$ cat config.mk
export PLATFORM = sky130hd
export DESIGN_NAME = alst_ctrl_flat
export DESIGN_NICKNAME = d
export VERILOG_FILES = /design/src/hdl/alst_pkg.sv /design/src/hdl/alst_stream_if.sv /design/src/hdl/alst_ctrl.sv /design/src/flat_wrapper.sv
export SDC_FILE = /design/constraint.sdc
export NUM_CORES = 1
export LEC_CHECK = 0
export ABC_AREA = 1
export ABC_CLOCK_PERIOD_IN_PS = 15850
export BUFFER_PORTS_ARGS = -buffer_cell sky130_fd_sc_hd__buf_2
export CORE_MARGIN = 3
export CORE_UTILIZATION = 45
export CTS_BUF_LIST = sky130_fd_sc_hd__clkbuf_16
export DETAILED_ROUTE_END_ITERATION = 10
export PLACE_DENSITY = 0.77
export SETUP_SLACK_MARGIN = 0.05
export SLEW_MARGIN = 40
export SYNTH_ARGS = -nofsm -noshare
export SYNTH_HDL_FRONTEND = slang
export SYNTH_SLANG_ARGS = --single-unit
$ cat constraint.sdc
create_clock -name i_clk -period 15.85 [get_ports i_clk]
set_input_delay 1.585 -clock i_clk [delete_from_list [all_inputs] [get_ports i_clk]]
set_output_delay 1.585 -clock i_clk [all_outputs]
set_load 0.05 [all_outputs]
$ cat src/hdl/alst_pkg.sv
// Package for the array list engine: field widths, action and status codes,
// and the command, result and stored-record types.
// Depends on nothing; every other file of the block but alst_stream_if imports it.
package alst_pkg;

    localparam int DEF_LIST_DEPTH = 128;

    localparam int ACTION_W = 4;
    localparam int POS_W    = 8;
    localparam int KEY_W    = 32;
    localparam int NAME_W   = 64;
    localparam int STATUS_W = 3;
    localparam int FPOS_W   = 7;
    localparam int COUNT_W  = 8;

    localparam logic [ACTION_W-1:0] ACT_CLEAR      = 4'd0;
    localparam logic [ACTION_W-1:0] ACT_INS_FIRST  = 4'd1;
    localparam logic [ACTION_W-1:0] ACT_INS_LAST   = 4'd2;
    localparam logic [ACTION_W-1:0] ACT_INS_BEFORE = 4'd3;
    localparam logic [ACTION_W-1:0] ACT_INS_AFTER  = 4'd4;
    localparam logic [ACTION_W-1:0] ACT_DEL_FIRST  = 4'd5;
    localparam logic [ACTION_W-1:0] ACT_DEL_LAST   = 4'd6;
    localparam logic [ACTION_W-1:0] ACT_DEL_AT     = 4'd7;
    localparam logic [ACTION_W-1:0] ACT_SEARCH     = 4'd8;
    localparam logic [ACTION_W-1:0] ACT_READ       = 4'd9;

    localparam logic [STATUS_W-1:0] ST_OK       = 3'd0;
    localparam logic [STATUS_W-1:0] ST_FULL     = 3'd1;
    localparam logic [STATUS_W-1:0] ST_EMPTY    = 3'd2;
    localparam logic [STATUS_W-1:0] ST_BADPOS   = 3'd3;
    localparam logic [STATUS_W-1:0] ST_NOTFOUND = 3'd4;

    typedef struct packed {
        logic [ACTION_W-1:0] action;
        logic [POS_W-1:0]    position;
        logic [KEY_W-1:0]    key;
        logic [NAME_W-1:0]   name_bytes;
    } t_cmd;

    typedef struct packed {
        logic [STATUS_W-1:0] status;
        logic [FPOS_W-1:0]   found_position;
        logic [KEY_W-1:0]    found_key;
        logic [NAME_W-1:0]   found_name;
        logic [COUNT_W-1:0]  entry_count;
    } t_rsp;

    typedef struct packed {
        logic [KEY_W-1:0]  key;
        logic [NAME_W-1:0] name;
    } t_rec;

endpackage

$ cat src/hdl/alst_stream_if.sv
// Valid/ready stream interface used for the command and result channels.
// The payload type is a parameter; no package dependency.
interface alst_stream_if #(
    parameter type T = logic [7:0]
) ();
    logic valid;
    logic ready;
    T     payload;

    modport source (output valid, output payload, input ready);
    modport sink   (input valid, input payload, output ready);
endinterface

$ cat src/hdl/alst_ctrl.sv
// Sequencer of the array list engine: decodes a command, shifts entries
// through the record store one per cycle, scans for keys and builds the result.
// Depends on alst_pkg and alst_stream_if.
module alst_ctrl #(
    parameter int LIST_DEPTH = alst_pkg::DEF_LIST_DEPTH,
    localparam int AW = $clog2(LIST_DEPTH),
    localparam int CW = $clog2(LIST_DEPTH + 1)
) (
    input  logic            i_clk,
    input  logic            i_rst_n,
    alst_stream_if.sink     i_cmd,
    output logic            o_res_valid,
    output alst_pkg::t_rsp  o_res,
    input  logic            i_res_ready,
    output logic            o_wr_en,
    output logic [AW-1:0]   o_wr_addr,
    output alst_pkg::t_rec  o_wr_data,
    output logic            o_rd_en,
    output logic [AW-1:0]   o_rd_addr,
    input  alst_pkg::t_rec  i_rd_data
);
    import alst_pkg::*;

    localparam int XW = ((CW > POS_W) ? CW : POS_W) + 1;

    typedef enum logic [2:0] {
        S_IDLE,
        S_SHUP,
        S_PUT,
        S_SHDN,
        S_SRCH,
        S_READ,
        S_DONE
    } t_state;

    t_state          r_state, n_state;
    logic [CW-1:0]   r_count, n_count;
    logic [AW-1:0]   r_src, n_src;
    logic [AW-1:0]   r_at, n_at;
    t_rec            r_rec, n_rec;
    t_rsp            r_res, n_res;

    t_cmd            cmd;
    logic            accept;
    logic            full;
    logic            empty;
    logic [AW-1:0]   last;
    logic [XW-1:0]   cnt_x;
    logic [XW-1:0]   pos_x;

    assign cmd    = i_cmd.payload;
    assign i_cmd.ready = (r_state == S_IDLE) && i_rst_n;
    assign accept = i_cmd.valid && i_cmd.ready;
    assign full   = (r_count == CW'(LIST_DEPTH));
    assign empty  = (r_count == '0);
    assign last   = AW'(r_count - 1'b1);
    assign cnt_x  = XW'(r_count);
    assign pos_x  = XW'(cmd.position);

    always_comb begin
        logic          is_ins;
        logic          is_del;
        logic          bad;
        logic [XW-1:0] at_x;
        logic [AW-1:0] at;

        n_state   = r_state;
        n_count   = r_count;
        n_src     = r_src;
        n_at      = r_at;
        n_rec     = r_rec;
        n_res     = r_res;
        o_wr_en   = 1'b0;
        o_wr_addr = r_src;
        o_wr_data = i_rd_data;
        o_rd_en   = 1'b0;
        o_rd_addr = r_src;
        is_ins    = 1'b0;
        is_del    = 1'b0;
        bad       = 1'b0;
        at_x      = '0;
        at        = '0;

        unique case (r_state)
            S_IDLE: begin
                if (accept) begin
                    n_res        = '0;
                    n_res.status = ST_OK;
                    n_rec.key    = cmd.key;
                    n_rec.name   = cmd.name_bytes;
                    n_state      = S_DONE;
                    unique case (cmd.action)
                        ACT_CLEAR: begin
                            n_count = '0;
                        end
                        ACT_INS_FIRST: begin
                            is_ins = 1'b1;
                        end
                        ACT_INS_LAST: begin
                            is_ins = 1'b1;
                            at_x   = cnt_x;
                        end
                        ACT_INS_BEFORE: begin
                            is_ins = 1'b1;
                            bad    = (pos_x > cnt_x);
                            at_x   = pos_x;
                        end
                        ACT_INS_AFTER: begin
                            is_ins = 1'b1;
                            bad    = (pos_x >= cnt_x);
                            at_x   = pos_x + 1'b1;
                        end
                        ACT_DEL_FIRST: begin
                            is_del = 1'b1;
                        end
                        ACT_DEL_LAST: begin
                            is_del = 1'b1;
                            at_x   = XW'(last);
                        end
                        ACT_DEL_AT: begin
                            is_del = 1'b1;
                            bad    = (pos_x >= cnt_x);
                            at_x   = pos_x;
                        end
                        ACT_SEARCH: begin
                            if (empty) begin
                                n_res.status = ST_NOTFOUND;
                            end else begin
                                o_rd_en   = 1'b1;
                                o_rd_addr = '0;
                                n_src     = '0;
                                n_state   = S_SRCH;
                            end
                        end
                        ACT_READ: begin
                            if (empty) begin
                                n_res.status = ST_EMPTY;
                            end else if (pos_x >= cnt_x) begin
                                n_res.status = ST_BADPOS;
                            end else begin
                                o_rd_en   = 1'b1;
                                o_rd_addr = AW'(cmd.position);
                                n_src     = AW'(cmd.position);
                                n_state   = S_READ;
                            end
                        end
                        default: begin
                        end
                    endcase

                    at = AW'(at_x);
                    if (is_ins) begin
                        if (full) begin
                            n_res.status = ST_FULL;
                        end else if (bad) begin
                            n_res.status = ST_BADPOS;
                        end else if (at_x == cnt_x) begin
                            // Appending needs no shift: write the record now.
                            o_wr_en   = 1'b1;
                            o_wr_addr = at;
                            o_wr_data = n_rec;
                            n_count   = CW'(r_count + 1'b1);
                        end else begin
                            o_rd_en   = 1'b1;
                            o_rd_addr = last;
                            n_src     = last;
                            n_at      = at;
                            n_state   = S_SHUP;
                        end
                    end
                    if (is_del) begin
                        if (empty) begin
                            n_res.status = ST_EMPTY;
                        end else if (bad) begin
                            n_res.status = ST_BADPOS;
                        end else if (at == last) begin
                            n_count = CW'(r_count - 1'b1);
                        end else begin
                            o_rd_en   = 1'b1;
                            o_rd_addr = AW'(at + 1'b1);
                            n_src     = AW'(at + 1'b1);
                            n_state   = S_SHDN;
                        end
                    end
                end
            end

            // Moving up: the entry read last cycle lands one slot higher while
            // the next lower one is read. Reads stay below the write pointer.
            S_SHUP: begin
                o_wr_en   = 1'b1;
                o_wr_addr = AW'(r_src + 1'b1);
                o_wr_data = i_rd_data;
                if (r_src == r_at) begin
                    n_state = S_PUT;
                end else begin
                    o_rd_en   = 1'b1;
                    o_rd_addr = AW'(r_src - 1'b1);
                    n_src     = AW'(r_src - 1'b1);
                end
            end

            S_PUT: begin
                o_wr_en   = 1'b1;
                o_wr_addr = r_at;
                o_wr_data = r_rec;
                n_count   = CW'(r_count + 1'b1);
                n_state   = S_DONE;
            end

            S_SHDN: begin
                o_wr_en   = 1'b1;
                o_wr_addr = AW'(r_src - 1'b1);
                o_wr_data = i_rd_data;
                if (r_src == last) begin
                    n_count = CW'(r_count - 1'b1);
                    n_state = S_DONE;
                end else begin
                    o_rd_en   = 1'b1;
                    o_rd_addr = AW'(r_src + 1'b1);
                    n_src     = AW'(r_src + 1'b1);
                end
            end

            S_SRCH: begin
                if (i_rd_data.key == r_rec.key) begin
                    n_res.status         = ST_OK;
                    n_res.found_position = FPOS_W'(r_src);
                    n_res.found_key      = i_rd_data.key;
                    n_res.found_name     = i_rd_data.name;
                    n_state              = S_DONE;
                end else if (r_src == last) begin
                    n_res.status = ST_NOTFOUND;
                    n_state      = S_DONE;
                end else begin
                    o_rd_en   = 1'b1;
                    o_rd_addr = AW'(r_src + 1'b1);
                    n_src     = AW'(r_src + 1'b1);
                end
            end

            S_READ: begin
                n_res.found_position = FPOS_W'(r_src);
                n_res.found_key      = i_rd_data.key;
                n_res.found_name     = i_rd_data.name;
                n_state              = S_DONE;
            end

            S_DONE: begin
                if (i_res_ready) begin
                    n_state = S_IDLE;
                end
            end

            default: begin
                n_state = S_IDLE;
            end
        endcase

        if (n_state == S_DONE && r_state != S_DONE) begin
            n_res.entry_count = COUNT_W'(n_count);
        end
    end

    always_ff @(posedge i_clk) begin
        r_src <= n_src;
        r_at  <= n_at;
        r_rec <= n_rec;
        r_res <= n_res;
        if (!i_rst_n) begin
            r_state <= S_IDLE;
            r_count <= '0;
        end else begin
            r_state <= n_state;
            r_count <= n_count;
        end
    end

    assign o_res_valid = (r_state == S_DONE);
    assign o_res       = r_res;

endmodule

$ cat src/flat_wrapper.sv
// flat-port wrapper written by rule: the top's interface ports become plain ports
module alst_ctrl_flat import alst_pkg::*;
#(
    parameter int LIST_DEPTH = alst_pkg::DEF_LIST_DEPTH,
    localparam int AW = $clog2(LIST_DEPTH),
    localparam int CW = $clog2(LIST_DEPTH + 1)
)
  (i_clk, i_rst_n, o_res_valid, o_res, i_res_ready, o_wr_en, o_wr_addr, o_wr_data, o_rd_en, o_rd_addr, i_rd_data, i_cmd_valid, i_cmd_payload, i_cmd_ready);
  alst_stream_if i_cmd_i ();
  input  logic i_clk;
  input  logic i_rst_n;
  output logic o_res_valid;
  output alst_pkg::t_rsp o_res;
  input  logic i_res_ready;
  output logic o_wr_en;
  output logic [AW-1:0] o_wr_addr;
  output alst_pkg::t_rec o_wr_data;
  output logic o_rd_en;
  output logic [AW-1:0] o_rd_addr;
  input  alst_pkg::t_rec i_rd_data;
  input wire logic [$bits(i_cmd_i.valid)-1:0] i_cmd_valid;
  input wire logic [$bits(i_cmd_i.payload)-1:0] i_cmd_payload;
  output wire logic [$bits(i_cmd_i.ready)-1:0] i_cmd_ready;
  assign i_cmd_i.valid = i_cmd_valid;
  assign i_cmd_i.payload = i_cmd_payload;
  assign i_cmd_ready = i_cmd_i.ready;
  alst_ctrl #(.LIST_DEPTH(LIST_DEPTH)) u_core (.i_clk(i_clk), .i_rst_n(i_rst_n), .i_cmd(i_cmd_i), .o_res_valid(o_res_valid), .o_res(o_res), .i_res_ready(i_res_ready), .o_wr_en(o_wr_en), .o_wr_addr(o_wr_addr), .o_wr_data(o_wr_data), .o_rd_en(o_rd_en), .o_rd_addr(o_rd_addr), .i_rd_data(i_rd_data));
endmodule
==> flow_summary.toml <==
[clock_tree]
cts_max_path_buffers = 2
clkTransAtPathRegs_ns = 0.06
insertion_delay_ns = 0.41
cts_tree = "done"
clock_sinks = 138
cts.htree.levels = 4
cts-resized-gates = 0
numCtsBuffers = 17
postCtsSetupRepairBufs = 0
cts_hold_buf = 0
cts_root_buf = "clkbuf_16"

[die]
chipWidth_um = 131
initial_core_util_pct = 46.3
core_um2 = 15300
die_y_um = 131
die-area_um2 = 17200
ios = 336
num_rows = 45

[timing]
tightest_slew_ns = 0.788
fin_tns_setup_ns = 0
setup_viol = 0
fin_crit_sh_pct = 31.8
grt_setup_unrepaired = "false"
report.final.slew_viol_count = 0
fmax_mhz = 199
fin_crit_ns = 5.04
hold_violations = 0
fin_ws_ns = 10.81
fin_worst_skew_ns = 0.0106
relSlewSlack_pct = 47.5

[setup_path]
crit_fanout = 8
crit_end = "o_rd_addr[5]"
cp-end-kind = "output port"
crit_path_start = "i_rd_data[64]"
r2r_end = "u_core.o_res[71]"
r2r_start = "u_core.r_state[1]"
worst-setup-path-type = "input pin to output port"
crit_arrival_ns = 3.45
r2r_slack_ns = 12.71
cp_data_required_time_ns = 14.27
startpoint_type = "input pin"
r2r_cells = 11

[layout]
syn_to_final_growth_pct = 33.9
layout_common_cells = "buf_2, inv_1, nand2_1"
layout_commonest_cell = "buf_2"
finalNonFillerCells = 1421
nFillCells = 1353
finalNetCount = 1308
layout-drive-gt1-share_pct = 32.0

[placement]
gp_congestion = 0.927
place_hpwl_um = 17100
pre_cts_ws_ns = 10.87
dp.cells = 1388
numPortBuffers = 333

[detailed_routing]
first_pass_iters = 7
wl_um = 21900
drt_iter0_markers = 513
post_drt_wl_per_cell_um = 15.4
drtAntennaViolNets = 0
drc = 0
vias = 6715
routed_via_density = 4.73

[power_and_ir_drop]
powerDensity_nw_per_um2 = 200
p_leak_nw = 5.34
ir_worst_vdd_uv = 175

[yosys]
syn_area_um2 = 7060
ys_seq_area_share_pct = 56.1
ys_ff_latch = 138
synth_top_area_share_pct = 51.0
synth_area_per_cell_um2 = 8.14
synth_warnings = 0
synthCells = 868
synth_area_leaders = "edfxtp_1, inv_1, nand2_1"
synth.distinct_cells = 35
yosys.area.top_type = "edfxtp_1"

[min_path]
hold_path_class = "register to register"

[job]
max_cap_violations = 0

[run_status]
status = "finished clean"

[global_route]
grt_max_degree = 86
grt_pass1_wl_um = 33000
antenna_found_initial = 2
grt.total_usage_pct = 24.6
overflow = 0
grt_pass1_vias = 6114
[cells in the mapped netlist]
cell / n
dfxtp_1: 18
buf_6: 1
inv_2: 2
nand4_1: 13
buf_4: 2
clkbuf_1: 15
nor4_1: 2
a22oi_1: 1
a32oi_1: 1
edfxtp_1: 120
nor2_4: 4
inv_1: 229
ha_1: 4
buf_2: 11
nand3_2: 2
buf_1: 1
nand2_2: 3
a21boi_0: 1
a21boi_1: 1
o21ai_1: 1
o31ai_1: 1
nor3_1: 5
o221ai_1: 4
conb_1: 1
nand3_1: 30
nor2_2: 3
nand2_1: 173
clkinv_1: 3
nand3b_1: 1
o211ai_1: 1
nor2_1: 156
xor2_1: 9
a21oi_1: 16
o21ai_0: 31
or2_2: 2
[cells by family after synthesis]
logic type	Yosys count	synth area share, %
AO/OA/AOI/OAI	58	4.55
XOR/XNOR	9	1.12
adder cells (fa/ha/maj)	4	0.708
buffers and inverters	264	14.4
flip-flops	138	56.1
other	1	0.0531
AND/OR/NAND/NOR	394	23.0
[stage by stage]
step / power (mW) / util (%) / cell area, um2 / hold slack, ns
detailed placement: 1.53 / 58.4 / 8910 / 0.529
finish: 1.89 / 62.0 / 9460 / 0.536
CTS: 1.90 / 62.0 / 9460 / 0.539
floorplan: 1.33 / - / 7070 / 0.538
global placement: 1.53 / 58.3 / 8900 / 0.518
global route: 1.98 / 62.0 / 9460 / 0.574
[per-layer routing]
layer  global-route usage, %  routed length [um]  vias up
met5                       0                  13        -
met4                    8.81                 709        2
met3                    6.66                1620       44
met2                    44.3               11400      259
met1                    28.2                8190     3123
li1                        -                   -     3287
[where the power goes]
| group | internal, mW | total [mW] | leakage [nW] | switching, mW |
|---|---|---|---|---|
| registers | 0.524 | 0.567 | 1.32 | 0.0424 |
| clock network | 0.215 | 0.367 | 0.261 | 0.152 |
| logic | 0.178 | 0.959 | 3.76 | 0.782 |
| total | 0.917 | 1.89 | 5.34 | 0.976 |
[state kept, by name, indices dropped and copies added, names as in the netlist]
signal / cells
u_core.r_src: 7
u_core.r_rec: 8
u_core.o_res: 112
u_core.r_count: 8
u_core.r_state: 3
[worst max-delay path: stages]
cell and delay [ns]:
buf_2 0.12, inv_1 0.10, nand4_1 0.10, nor2_1 0.21, nand2_1 0.09, nor2_1 0.20, nand2_1 0.22, nand2_1 0.25
nand2_1 0.08, a21boi_1 0.20, buf_2 0.30
[final cells by class]
cell class	count	area (um2)	share of cell area [%]
multi-input cells	467	2090	22.1
flip-flops and latches	138	3960	41.9
diodes	1	2.50	0.0265
clock buffers	17	425	4.50
clock inverters	15	126	1.34
repair buffers	338	1710	18.1
inverters	234	880	9.30
well taps	211	264	2.79
[how the worst min path moves through the flow]
stage | start | end | slack (ns) | cells past startpoint
6_report | u_core.r_src[6] | u_core.r_src[6] | 0.54 | 2
5_1_grt | u_core.r_src[6] | u_core.r_src[6] | 0.57 | 2
4_1_cts | u_core.r_src[6] | u_core.r_src[6] | 0.54 | 2
3_5_place_dp | u_core.r_src[6] | u_core.r_src[6] | 0.53 | 2
3_3_place_gp | u_core.r_src[6] | u_core.r_src[6] | 0.52 | 2
2_1_floorplan | u_core.r_count[7] | u_core.r_count[7] | 0.54 | 4
Note: power is estimated with default switching activity, not from simulation.
